===== config.mk =====
export PLATFORM = sky130hd
export DESIGN_NAME = pftbp_ctrl
export DESIGN_NICKNAME = d
export VERILOG_FILES = /design/src/pftbp_pkg.sv /design/src/pftbp_ctrl.sv
export SDC_FILE = /design/constraint.sdc
export NUM_CORES = 1
export LEC_CHECK = 0
export BUFFER_PORTS_ARGS = -buffer_cell sky130_fd_sc_hd__buf_2
export CAP_MARGIN = 20
export CORE_MARGIN = 2
export CORE_UTILIZATION = 40
export DETAILED_ROUTE_END_ITERATION = 8
export PLACE_DENSITY = 0.63
export SYNTH_ARGS = -nofsm -noshare
export SYNTH_HDL_FRONTEND = slang
export SYNTH_SLANG_ARGS = --single-unit
export TNS_END_PERCENT = 1

===== constraint.sdc =====
create_clock -name clk_i -period 3.65 [get_ports clk_i]
set_clock_uncertainty 0.05 [all_clocks]
set_input_delay 0.1825 -clock clk_i [delete_from_list [all_inputs] [get_ports clk_i]]
set_output_delay 0.1825 -clock clk_i [all_outputs]
set_load 0.005 [all_outputs]

===== src/pftbp_pkg.sv =====
// Shared types and constants of the per-flow token bucket policer.
package pftbp_pkg;

  localparam int unsigned IdxW   = 12;
  localparam int unsigned LenW   = 16;
  localparam int unsigned TimeW  = 64;
  localparam int unsigned RateW  = 37;
  localparam int unsigned BurstW = 32;
  localparam int unsigned CfgIdxW = 2;

  // Clamped elapsed time, full product and refill limit widths.
  localparam int unsigned DeltaW = 62;
  localparam int unsigned ProdW  = 99;
  localparam int unsigned LimW   = 62;
  localparam int unsigned RemW   = 30;

  localparam int unsigned StepW    = 4;
  localparam int unsigned MulSteps = 4;
  localparam int unsigned DivSteps = 16;

  localparam logic [29:0] NsPerS   = 30'd1000000000;
  localparam logic [29:0] RoundUp  = 30'd999999999;
  localparam logic [31:0] NsPerS1x = 32'd1000000000;
  localparam logic [31:0] NsPerS2x = 32'd2000000000;
  localparam logic [31:0] NsPerS3x = 32'd3000000000;
  localparam logic [4:0]  Overhead = 5'd24;

  localparam logic [RateW-1:0]  UpRateRst    = 37'd500000;
  localparam logic [BurstW-1:0] UpBurstRst   = 32'd65536;
  localparam logic [RateW-1:0]  DownRateRst  = 37'd1250000;
  localparam logic [BurstW-1:0] DownBurstRst = 32'd163840;

  typedef enum logic [CfgIdxW-1:0] {
    CfgUpRate    = 2'd0,
    CfgUpBurst   = 2'd1,
    CfgDownRate  = 2'd2,
    CfgDownBurst = 2'd3
  } cfg_idx_e;

  typedef struct packed {
    logic accept;
    logic clear_wr;
    logic slot_ld;
    logic mem_rd;
    logic delta_ld;
    logic mul_step;
    logic cmp_ld;
    logic div_step;
    logic write_back;
    logic emit_zero;
  } cmd_t;

  typedef struct packed {
    logic rate_zero;
    logic clear_last;
    logic mul_last;
    logic div_last;
    logic refill_sat;
  } status_t;

endpackage


===== src/pftbp_ctrl.sv =====
// Sequencing state machine of the policer.
module pftbp_ctrl import pftbp_pkg::*; (
  input  logic    clk_i,
  input  logic    rst_ni,
  input  logic    start,
  input  status_t status_i,
  output logic    busy,
  output cmd_t    cmd_o
);

  typedef enum logic [8:0] {
    StClear = 9'b000000001,
    StIdle  = 9'b000000010,
    StSlot  = 9'b000000100,
    StRead  = 9'b000001000,
    StDelta = 9'b000010000,
    StMul   = 9'b000100000,
    StCmp   = 9'b001000000,
    StDiv   = 9'b010000000,
    StWrite = 9'b100000000
  } state_e;

  state_e state_q, state_d;

  always_comb begin
    state_d = state_q;
    cmd_o   = '0;
    unique case (state_q)
      StClear: begin
        cmd_o.clear_wr = 1'b1;
        if (status_i.clear_last) begin
          state_d = StIdle;
        end
      end
      StIdle: begin
        if (start) begin
          cmd_o.accept = 1'b1;
          state_d      = StSlot;
        end
      end
      StSlot: begin
        // zero rate: pass without touching the bucket
        if (status_i.rate_zero) begin
          cmd_o.emit_zero = 1'b1;
          state_d         = StIdle;
        end else begin
          cmd_o.slot_ld = 1'b1;
          state_d       = StRead;
        end
      end
      StRead: begin
        cmd_o.mem_rd = 1'b1;
        state_d      = StDelta;
      end
      StDelta: begin
        cmd_o.delta_ld = 1'b1;
        state_d        = StMul;
      end
      StMul: begin
        cmd_o.mul_step = 1'b1;
        if (status_i.mul_last) begin
          state_d = StCmp;
        end
      end
      StCmp: begin
        cmd_o.cmp_ld = 1'b1;
        state_d      = status_i.refill_sat ? StWrite : StDiv;
      end
      StDiv: begin
        cmd_o.div_step = 1'b1;
        if (status_i.div_last) begin
          state_d = StWrite;
        end
      end
      StWrite: begin
        cmd_o.write_back = 1'b1;
        state_d          = StIdle;
      end
      default: begin
        state_d = StIdle;
      end
    endcase
  end

  assign busy = (state_q != StIdle);

  always_ff @(posedge clk_i or negedge rst_ni) begin
    if (!rst_ni) begin
      state_q <= StClear;
    end else begin
      state_q <= state_d;
    end
  end

endmodule


; ---- After elaboration in Yosys (flattened, before gate mapping)
; Cells that the tools add are included.
; Widths: inputs -> output; s select.
[classes]
n_addsub = 0
mul = 0
n_div = 0
order_cmp = 0
n_eq_ne = 14
shifts = 0
mux = 20
bitwise_logic = 0
n_reduce_logical = 1
[op_table]
columns = operator, n
row1 = $pmux 9 s8, 1
row2 = $mux 9, 5
row3 = $mux 1, 13
row4 = $eq 9x1->1 const B, 1
row5 = $eq 9x2->1 const B, 1
row6 = $eq 9x3->1 const B, 1
row7 = $eq 9x4->1 const B, 1
row8 = $eq 9x5->1 const B, 1
row9 = $eq 9x6->1 const B, 1
row10 = $eq 9x7->1 const B, 1
row11 = $eq 9x8->1 const B, 1
row12 = $eq 9x9->1 const B, 1
row13 = $ne 9x2->1 const B, 1
row14 = $ne 2x2->1 const B, 4
row15 = $mux 4, 1
row16 = $reduce_and 4->1, 1
[totals]
register_bits = 9
latchBits = 0
mem_bits_rw = 0
romBits = 0
inputBits = 8
out_inout_bits = 11
word_cells = 36
mem_count = 0

; ---- Longest topological paths before layout
; Gate-level depths: netlist of the first run.
[logic_depth]
word_depth = 3
depth_mapped = 5
depth_no_buf = 4

; ---- Worst setup path after synthesis of the first run
; Ideal clock, no wire load.
[synth_path]
kind = register -> register
startpoint = reg state_q[5]
endpoint = reg state_q[1]
setup_time_ns = 0.130
arrival_ns = 1.464
required_ns = 3.470
slack_ns = 2.006
stages_incl_launch_ff = 5
path_buffers = 0
period_less_slack_ns = 1.644
cell_sequence = dfrtp_1 or4_4 maj3_2 a31oi_1 a31oi_1
[synth_between]
elab_chain_cells = 3
elab_cells_between_ends = 14
classes_between = 12 x eq/ne / 1 x mux / 1 x reduce/logical
[synth_lines]
columns = element, line
row1 = start: declaration, pftbp_ctrl.sv:23  ; state_e state_q, state_d;
row2 = start signal: assignment, pftbp_ctrl.sv:89  ; state_q <= StClear;
row3 = start signal: assignment, pftbp_ctrl.sv:91  ; state_q <= state_d;
row4 = $eq 9x1->1 (tied with other cells), pftbp_ctrl.sv:28  ; unique case (state_q)
row5 = $ne 2x2->1 (no source line), n/a
row6 = $reduce_and 4->1 (no source line), n/a
; Parallel ways exist; a longest one is shown, timed or not.
; A chain may end at the register's enable or synchronous reset.

==> reports/metrics.csv, run 1 <==
stage,metric,value,unit
power,Leak,0.383,nW
setup_path,launching point of the worst reg2reg path,state_q[4]$_DFFE_PN0P_,
finish,Synth-to-Final Area Change,24.2,%
sta,"Slew Viols, Final",0,
synthesis,Synth Flop Type,dfrtp_1,
synthesis,cell count after synthesis,68,
die,Site Rows,14,
setup_path,number of buffers and inverters on the critical path,1,
synthesis,Post-synth EDFFs,0,
worst_hold_path,Hold Path Depth,2,
die,Die Area,1870,sq um
run_status,status,completed,
sta,TNS Setup,0,ns
synthesis,"Cell Area, Synth",616,sq um
setup_path,"CP delay by family, top",simple AND/OR/NAND/NOR gates,
clocking,clock-pin transition on the worst setup and hold timing paths,0.06,ns
drt,drt drc,0,
global_routing,vias in the first global route,513,
worst_hold_path,Hold Startpoint,status_i[0],
synthesis,"top cells by area, synth","dfrtp_1 33%, dfstp_2 4.3%, nor2_1 4.3%, and4bb_2 4.1%, nor3b_1 3.7%",
setup_path,CP cell instances,"nor4_1, and2_1, and4bb_2, buf_2",
global_routing,met1 Use GR,0.235,
synthesis,syn_area_per_cell,9.05,sq um
power,peak supply drop,0.244,mV
setup_path,CP Data Arrival Time,1.85,ns
sta,fin crit share,0.570,
die,chip width,43.2,um
finish,biggest regs,state_q: 9 flops,
worst_hold_path,Hold WC Path Type,in2reg,
die,Initial Util,0.418,
global_routing,gr usage total,0.171,
place,dpl cell area,718,sq um
setup_path,Crit. End Element,output pin,
synthesis,Yosys warning count,0,
synthesis,Unique masters post-synth,33,
synthesis,most frequent cell after synthesis,dfrtp_1,
sta,Max Clk Rate,0.480,GHz
drt,Routed Antenna Nets,0,
clocking,CTS buffer count,3,
setup_path,critical path required time,3.42,ns
sta,final-report hold violation count,0,
global_routing,initial antenna violation count,0,
synthesis,"top cells by count, synth","8 x dfrtp_1, 7 x nor2_1, 4 x nand2_1",
synthesis,Synth async-reset ratio,1.00,
clocking,post-CTS setup buffers,0,
global_routing,grt met3 use,0.0766,
clocking,Root Buffer,clkbuf_4,
finish,post-route cell area,764,sq um
drt,routed vias/inst,5.89,
run,max-cap violation count,0,
synthesis,syn_nets,76,
global_routing,grt total ovfl,0,
global_routing,busiest grt layer,met2,
clocking,CTS tree,done,
die,Die H,43.2,um
drt,via count,630,
place,GP Congestion,0.802,
setup_path,Levels on crit path,4,
sta,Worst Tran Pin Value,0.566,ns
global_routing,largest net degree at the start of global routing,10,
place,DPL Wire Length,1080,um
clocking,CTS max path bufs,2,
sta,Tmin final,2.08,ns
sta,Rel. slew slack,0.619,
place,cell count after placement,101,
finish,Antenna Cells,0,
global_routing,met2 Use GR,0.248,
synthesis,Yosys reg bits,9,
sta,Setup Viol. Count Final,0,
finish,nets@finish,100,
drt,WL/cell,13.5,um
clocking,H-tree depth,1,
die,Placeable Area,1470,sq um
setup_path,Critical Path Fanout Max,8,
drt,initial DRC count,14,
die,number of I/O pins,19,
clocking,Worst-Skew Late Latency,0.26,ns
finish,layout cell share with drive strength beyond 1,0.319,
place,port bufs,18,
setup_path,R2R depth,4,
drt,DRT Pass-1 Iters,4,
synthesis,register area share after synthesis,0.368,
drt,routed wire length,1450,um
setup_path,CP Launch Point,state_q[4]$_DFFE_PN0P_,
setup_path,max incr delay on CP,0.55,ns
setup_path,Crit Path Category,reg2out,
setup_path,slowest CP cell,nor4_1,
synthesis,post-synth top area cell,dfrtp_1,
power,ratio of total power to cell area,506,nW/um^2
clocking,clk sinks,9,
finish,Biggest register,state_q,
sta,RSZ-0062 raised after global routing,no,
finish,fin cells,107,
setup_path,Worst Setup Start Kind,flip-flop,
sta,WHS,0.0722,ns
synthesis,top cell type's share of synthesized area,0.325,
finish,max reg flops,9,
global_routing,first-pass GRT wire length,2330,um
[per-stage QoR]
stage / utilization / setup WS [ns] / total power, mW
CTS: 0.520 / 1.59 / 0.389
global route: 0.520 / 1.47 / 0.416
detailed placement: 0.488 / 1.88 / 0.308
finish: 0.520 / 1.57 / 0.387
global placement: 0.488 / 1.93 / 0.305
floorplan: - / 2.01 / 0.266
[final timing paths]
check | end | slack (ns)
worst min-delay path | state_q[7]$_DFFE_PN0P_ | 0.07
worst max-delay path | cmd_o[7] | 1.57
min in group asynchronous | state_q[2]$_DFFE_PN0P_ | 0.24
worst min register to register | state_q[0]$_DFFE_PN1P_ | 0.50
max in group asynchronous | state_q[0]$_DFFE_PN1P_ | 3.06
worst max register to register | state_q[1]$_DFFE_PN0P_ | 1.94
[layout by cell type, fill, tap and decap left out, types with 3 or more instances in the layout]
cell       n
a31oi_1    3
and3_1     3
buf_2     18
clkbuf_4   3
dfrtp_1    8
nand2_1    4
nor2_1     7
nor2b_1    3
nor3_1     3
nor3b_1    3
[layer usage]
layer	wire, um	part of all wire
met5	0	0
met4	13	0.0090
met3	97	0.067
met2	634	0.44
met1	701	0.48
[kinds of logic after synthesis]
kind of cell / synth area share
AOI/OAI and AO/OA: 0.112
adders and majority gates: 0.0183
buffers and inverters: 0.0244
DFF: 0.368
and+or+nand+nor: 0.478
[cell type report]
type / count / area (sq um)
Fill cell: 155 / 707
Clock buffer: 4 / 26.3
Inverter: 2 / 7.51
Sequential cell: 9 / 226
Tap cell: 16 / 20.0
Multi-Input combinational cell: 56 / 374
Timing Repair Buffer: 20 / 110
[report_power, final]
part | internal, mW | switching, mW
registers | 0.113 | 0.0273
logic | 0.0825 | 0.0857
clock network | 0.0422 | 0.0362
total | 0.238 | 0.149
[repair_timing]
action                                  in CTS  in global routing
endpoints found under the setup margin       0                  0
hold buffers                                 2                  0
hold endpoints to repair                    10                  0
gates resized for setup                      0                  0
(Power assumes the default switching activity.)
==> inputs of run 2 (changes only) <==
- ABC_AREA: unset -> 1
- PLACE_DENSITY: 0.63 -> 0.65
- clock period: 3.65 -> 1.84 ns (I/O delays scaled with it)
==> reports/metrics.csv, run 2 <==
stage,metric,value,unit
power,peak supply drop,0.514,mV
die,Placeable Area,1510,sq um
setup_path,Critical Path Fanout Max,6,
sta,final-report hold violation count,0,
finish,Layout fillers,146,
global_routing,largest net degree at the start of global routing,10,
global_routing,gr usage total,0.179,
die,Initial Util,0.422,
setup_path,Crit Path Category,reg2out,
synthesis,cell count after synthesis,95,
sta,RSZ-0062 raised after global routing,no,
finish,nets@finish,130,
drt,WL/cell,10.2,um
finish,area taken by multi-input logic gates,319,sq um
die,Die Area,1920,sq um
global_routing,vias in the first global route,615,
synthesis,most frequent cell after synthesis,inv_1,
setup_path,Crit. End Element,output pin,
place,port bufs,18,
global_routing,grt total ovfl,0,
die,Die H,43.9,um
finish,most frequent cells in the layout,"22 x inv_1, 20 x nor2_1, 18 x buf_2",
setup_path,"CP delay by family, top",simple AND/OR/NAND/NOR gates,
die,Site Rows,14,
worst_hold_path,Hold WC Path Type,in2reg,
setup_path,slowest CP cell,dfrtp_1,
drt,via count,647,
power,switching power,0.293,mW
drt,initial DRC count,9,
power,Leak,0.516,nW
synthesis,register area share after synthesis,0.356,
setup_path,CP cell instances,"nor2_2, nand2_4, nor2_8, nand2_1, nor2_1, buf_2",
setup_path,CP Data Arrival Time,1.42,ns
synthesis,Yosys reg bits,9,
synthesis,syn_nets,103,
power,Seq pwr share,0.347,
synthesis,Post-synth EDFFs,0,
synthesis,syn_area_per_cell,6.69,sq um
finish,Synth-to-Final Area Change,27.8,%
clocking,post-CTS sizing,0,
run_status,status,completed,
clocking,CTS tree,done,
synthesis,Unique masters post-synth,16,
setup_path,critical path required time,1.70,ns
global_routing,initial antenna violation count,0,
drt,DRT Pass-1 Iters,4,
run,max-cap violation count,0,
clocking,CTS buffer count,3,
sta,"Slew Viols, Final",0,
finish,Layout Utilization,0.539,
clocking,post-CTS setup buffers,0,
synthesis,"top cells by count, synth","22 x inv_1, 20 x nor2_1, 14 x nand2_1, 9 x nand3_1, 8 x dfrtp_1",
power,switching part of the total power,0.407,
synthesis,"top cells by area, synth","dfrtp_1 31%, inv_1 13%, nor2_1 12%, nand2_1 8.3%, nand3_1 7.1%",
drt,routed vias/inst,4.72,
drt,Routed Antenna Nets,0,
synthesis,Synth async-reset ratio,1.00,
setup_path,Worst Setup Start Kind,flip-flop,
finish,Antenna Cells,0,
sta,fin crit share,0.847,
clocking,Root Buffer,clkbuf_4,
clocking,clk sinks,9,
die,number of I/O pins,19,
setup_path,max incr delay on CP,0.42,ns
synthesis,Yosys warning count,0,
clocking,CTS max path bufs,2,
clocking,clock-pin transition on the worst setup and hold timing paths,0.07,ns
finish,biggest regs,state_q: 9 flops,
place,GP Congestion,0.802,
power,Logic pwr share,0.436,
sta,Max Clk Rate,0.642,GHz
finish,register area,226,sq um
synthesis,post-synth top area cell,dfrtp_1,
die,chip width,43.9,um
finish,"commonest non-fill, non-tap cell in the layout",inv_1,
power,proportion of power drawn by the clock network,0.218,
sta,Tmin final,1.56,ns
synthesis,top cell type's share of synthesized area,0.315,
drt,routed wire length,1400,um
sta,TNS Setup,0,ns
finish,Biggest register,state_q,
power,ratio of total power to cell area,888,nW/um^2
power,cell-internal power,0.428,mW
sta,Worst Tran Pin Value,0.253,ns
synthesis,"Cell Area, Synth",636,sq um
place,DPL Wire Length,1150,um
finish,post-route cell area,812,sq um
sta,Rel. slew slack,0.830,
global_routing,first-pass GRT wire length,2480,um
setup_path,number of buffers and inverters on the critical path,1,
place,dpl cell area,746,sq um
finish,layout cell share with drive strength beyond 1,0.314,
finish,max reg flops,9,
drt,drt drc,0,
synthesis,Synth Flop Type,dfrtp_1,
clocking,H-tree depth,1,
sta,Setup Viol. Count Final,0,
clocking,Worst-Skew Late Latency,0.26,ns
[run 2: cell count changes after synthesis, moves of 3 or more]
cell | before | now
nand3_1 | 1 | 9
nor2b_1 | 3 | 0
nor2_1 | 7 | 20
nor2_2 | 0 | 5
nand2_2 | 0 | 4
and3_1 | 3 | 0
inv_1 | 2 | 22
a31oi_1 | 3 | 0
nor3b_1 | 3 | 0
nand2_1 | 4 | 14
[run 2: final timing paths]
check                                        from                      to  slack, ns  cells after the start
max                        state_q[4]$_DFFE_PN0P_                cmd_o[7]       0.28                      6
min                                         start  state_q[2]$_DFFE_PN0P_       0.04                      3
max reg2reg                state_q[0]$_DFFE_PN1P_  state_q[1]$_DFFE_PN0P_       0.43                      9
min reg2reg                state_q[8]$_DFFE_PN0P_  state_q[6]$_DFFE_PN0P_       0.54                      3
max in group asynchronous                  rst_ni  state_q[0]$_DFFE_PN1P_       1.34                      2
min in group asynchronous                  rst_ni  state_q[3]$_DFFE_PN0P_       0.16                      2
[run 2: power groups by stage]
stage	Sequential (mW)	Clock, mW	Combinational [mW]
2_1_floorplan	0.248	0	0.235
3_3_place_gp	0.252	0	0.305
3_5_place_dp	0.254	0	0.308
4_1_cts	0.250	0.161	0.317
5_1_grt	0.254	0.168	0.365
6_report	0.250	0.157	0.314
[run 2: final cells by class]
type / instances / share of cell area
sequential: 9 / 0.279
timing repair buffer: 22 / 0.160
inverter: 24 / 0.111
tap: 16 / 0.0247
clock buffer: 4 / 0.0324
multi-input combinational: 62 / 0.393
[run 2: kinds of logic after synthesis]
logic type / count (synthesis) / share of synthesized area
and+or+nand+nor: 60 / 0.476
buffers and inverters: 24 / 0.142
DFF: 9 / 0.356
AOI/OAI and AO/OA: 2 / 0.0256
[run 2: metal layers]
layer | vias to the layer above | wire length [um] | global-route usage | share of wire
met4 | 0 | 14 | 0.109 | 0.010
met5 | - | 0 | 0 | 0
met2 | 20 | 661 | 0.274 | 0.47
met1 | 285 | 625 | 0.229 | 0.45
met3 | 2 | 98 | 0.0375 | 0.070
li1 | 340 | - | - | -
[run 2: per-stage QoR]
step / hold slack, ns / cells / total power, mW / setup slack (ns)
floorplan: -0.254 / 95 / 0.483 / 0.534
global placement: -0.0959 / 129 / 0.557 / 0.456
detailed placement: -0.0891 / 129 / 0.562 / 0.440
CTS: 0.0359 / 137 / 0.728 / 0.297
global route: 0.0671 / 137 / 0.788 / 0.173
finish: 0.0401 / 137 / 0.721 / 0.282
[run 2: repair_timing]
action,4_1_cts,5_1_grt
endpoints found under the hold margin,12,0
setup endpoints to repair,0,0
hold buffers,4,0
[run 2: tightest hold or removal path, cell delays in order]
cell	delay, ns
buf_2	0.08
inv_1	0.05
nor2_1	0.10
==> inputs of run 3 (changes only) <==
- clock period: 1.84 -> 1.3 ns (I/O delays scaled with it)
==> reports/metrics.csv, run 3 (synthesis results as in run 2) <==
stage,metric,value,unit
sta,Worst Tran Pin Value,0.245,ns
global_routing,gr usage total,0.193,
die,Die H,43.9,um
run,max-cap violation count,0,
power,peak supply drop,1.19,mV
setup_path,R2R depth,9,
setup_path,number of buffers and inverters on the critical path,2,
worst_hold_path,Hold Startpoint,start,
drt,drt drc,0,
sta,Max Clk Rate,0.664,GHz
die,Die Area,1920,sq um
sta,final-report hold violation count,0,
clocking,clk sinks,9,
die,Site Rows,14,
setup_path,Levels on crit path,5,
finish,nets@finish,148,
finish,fin cells,155,
sta,fin crit share,1.16,
run_status,status,"finished, violations left",
sta,Tmin final,1.50,ns
power,switching part of the total power,0.406,
setup_path,R2R Setup Slk,-0.15,ns
worst_hold_path,Hold WC Path Type,in2reg,
global_routing,initial antenna violation count,0,
sta,WHS,0.0501,ns
global_routing,first-pass GRT wire length,2730,um
place,GP Congestion,0.856,
finish,Layout Utilization,0.725,
drt,DRT Pass-1 Iters,4,
global_routing,vias in the first global route,647,
power,Power Total,1.37,mW
worst_hold_path,Hold Path Depth,3,
global_routing,grt total ovfl,0,
sta,final setup margin,-0.205,ns
setup_path,CP cell instances,"nor2_4, nand2_4, buf_6, nor4_2, buf_2",
sta,RSZ-0062 raised after global routing,yes,
clocking,CTS buffer count,3,
sta,Rel. slew slack,0.836,
finish,post-route cell area,1090,sq um
finish,max reg flops,9,
finish,Biggest register,state_q,
finish,"commonest non-fill, non-tap cell in the layout",buf_2,
finish,biggest regs,state_q: 9 flops,
finish,layout cell share with drive strength beyond 1,0.590,
finish,Antenna Cells,0,
power,Logic pwr share,0.569,
finish,most frequent cells in the layout,"16 x buf_2, 15 x inv_1, 13 x nor2_1",
power,Seq pwr share,0.270,
run_status,failing checks,setup timing,
power,ratio of total power to cell area,1250,nW/um^2
place,port bufs,18,
setup_path,max incr delay on CP,0.44,ns
clocking,CTS max path bufs,2,
setup_path,"CP delay by family, top",flip-flops,
setup_path,Critical Path Fanout Max,5,
die,number of I/O pins,19,
die,Initial Util,0.422,
clocking,CTS tree,done,
sta,Setup Viol. Count Final,15,
setup_path,CP Launch Point,state_q[2]$_DFFE_PN0P_,
drt,routed wire length,1680,um
setup_path,FF-to-FF End,state_q[1]$_DFFE_PN0P_,
setup_path,launching point of the worst reg2reg path,state_q[0]$_DFFE_PN1P_,
power,Leak,0.622,nW
drt,via count,729,
setup_path,slowest CP cell,dfrtp_2,
clocking,Worst-Skew Late Latency,0.26,ns
power,switching power,0.555,mW
place,cell count after placement,143,
finish,Synth-to-Final Area Change,71.9,%
die,Placeable Area,1510,sq um
clocking,H-tree depth,1,
setup_path,CP Data Arrival Time,1.39,ns
setup_path,Crit Path Category,reg2out,
power,cell-internal power,0.812,mW
drt,initial DRC count,12,
clocking,clock-pin transition on the worst setup and hold timing paths,0.06,ns
place,dpl cell area,851,sq um
place,DPL Wire Length,1190,um
drt,routed vias/inst,4.70,
global_routing,largest net degree at the start of global routing,10,
setup_path,critical path required time,1.19,ns
drt,WL/cell,10.8,um
sta,"Slew Viols, Final",0,
worst_hold_path,Worst Hold End,state_q[2]$_DFFE_PN0P_,
die,chip width,43.9,um
setup_path,Crit. End Element,output pin,
drt,Routed Antenna Nets,0,
setup_path,Worst Setup Start Kind,flip-flop,
clocking,Root Buffer,clkbuf_4,
power,proportion of power drawn by the clock network,0.161,
-- run 3: changes by cell type in the layout (fill, tap and decap cells not counted), moves of 4 or more --
cell     change
nand2_1      -4
inv_1        -7
buf_4       +10
buf_6       +10
nor2_1       -7
nor2_4       +5
inv_2        +7
-- run 3: worst max path at each step --
stage	to	slack (ns)
2_1_floorplan	state_q[1]$_DFFE_PN0P_	0.002
3_3_place_gp	state_q[1]$_DFFE_PN0P_	-0.06
3_5_place_dp	state_q[1]$_DFFE_PN0P_	-0.09
4_1_cts	cmd_o[1]	-0.24
5_1_grt	cmd_o[5]	-0.27
6_report	cmd_o[1]	-0.20
-- run 3: metal layers --
| layer | share of wire | global-route usage | vias up |
|---|---|---|---|
| li1 | - | - | 375 |
| met1 | 0.46 | 0.258 | 334 |
| met2 | 0.49 | 0.318 | 15 |
| met3 | 0.032 | 0.0125 | 5 |
| met4 | 0.017 | 0.0909 | 0 |
| met5 | 0 | 0 | - |
-- run 3: per-stage QoR --
stage | worst slack [ns] | setup TNS, ns
CTS | -0.236 | -2.39
global placement | -0.0588 | -0.109
finish | -0.205 | -2.17
detailed placement | -0.0880 | -0.148
global route | -0.269 | -3.43
floorplan | 0.00205 | 0
-- run 3: worst register-to-register path: stages (launching register included) --
cell	delay, ns
dfstp_2	0.57
nor2_4	0.05
nand2_4	0.09
nor2_1	0.05
nand3_1	0.12
nand2_1	0.11
nor2_4	0.14
nand2_1	0.06
nor2_1	0.08
nor2_1	0.04
-- run 3: layout make-up --
type	count	area, sq um
Timing Repair Buffer	40	308
Inverter	24	90.1
Fill cell	121	414
Clock buffer	4	26.3
Multi-Input combinational cell	62	419
Tap cell	16	20.0
Sequential cell	9	229
-- run 3: power by group through the flow --
| stage | sequential, mW | combinational (mW) | clock, mW |
|---|---|---|---|
| 2_1_floorplan | 0.351 | 0.332 | 0 |
| 3_3_place_gp | 0.351 | 0.582 | 0 |
| 3_5_place_dp | 0.354 | 0.589 | 0 |
| 4_1_cts | 0.349 | 0.637 | 0.223 |
| 5_1_grt | 0.372 | 0.855 | 0.235 |
| 6_report | 0.368 | 0.778 | 0.220 |
-- run 3: repair_timing --
action,4_1_cts,5_1_grt
endpoints found under the hold margin,12,0
buffers inserted,3,1
gates cloned,0,0
resized for setup,6,38
hold buffers,4,0
pin swaps,4,13
setup endpoints to repair,14,18
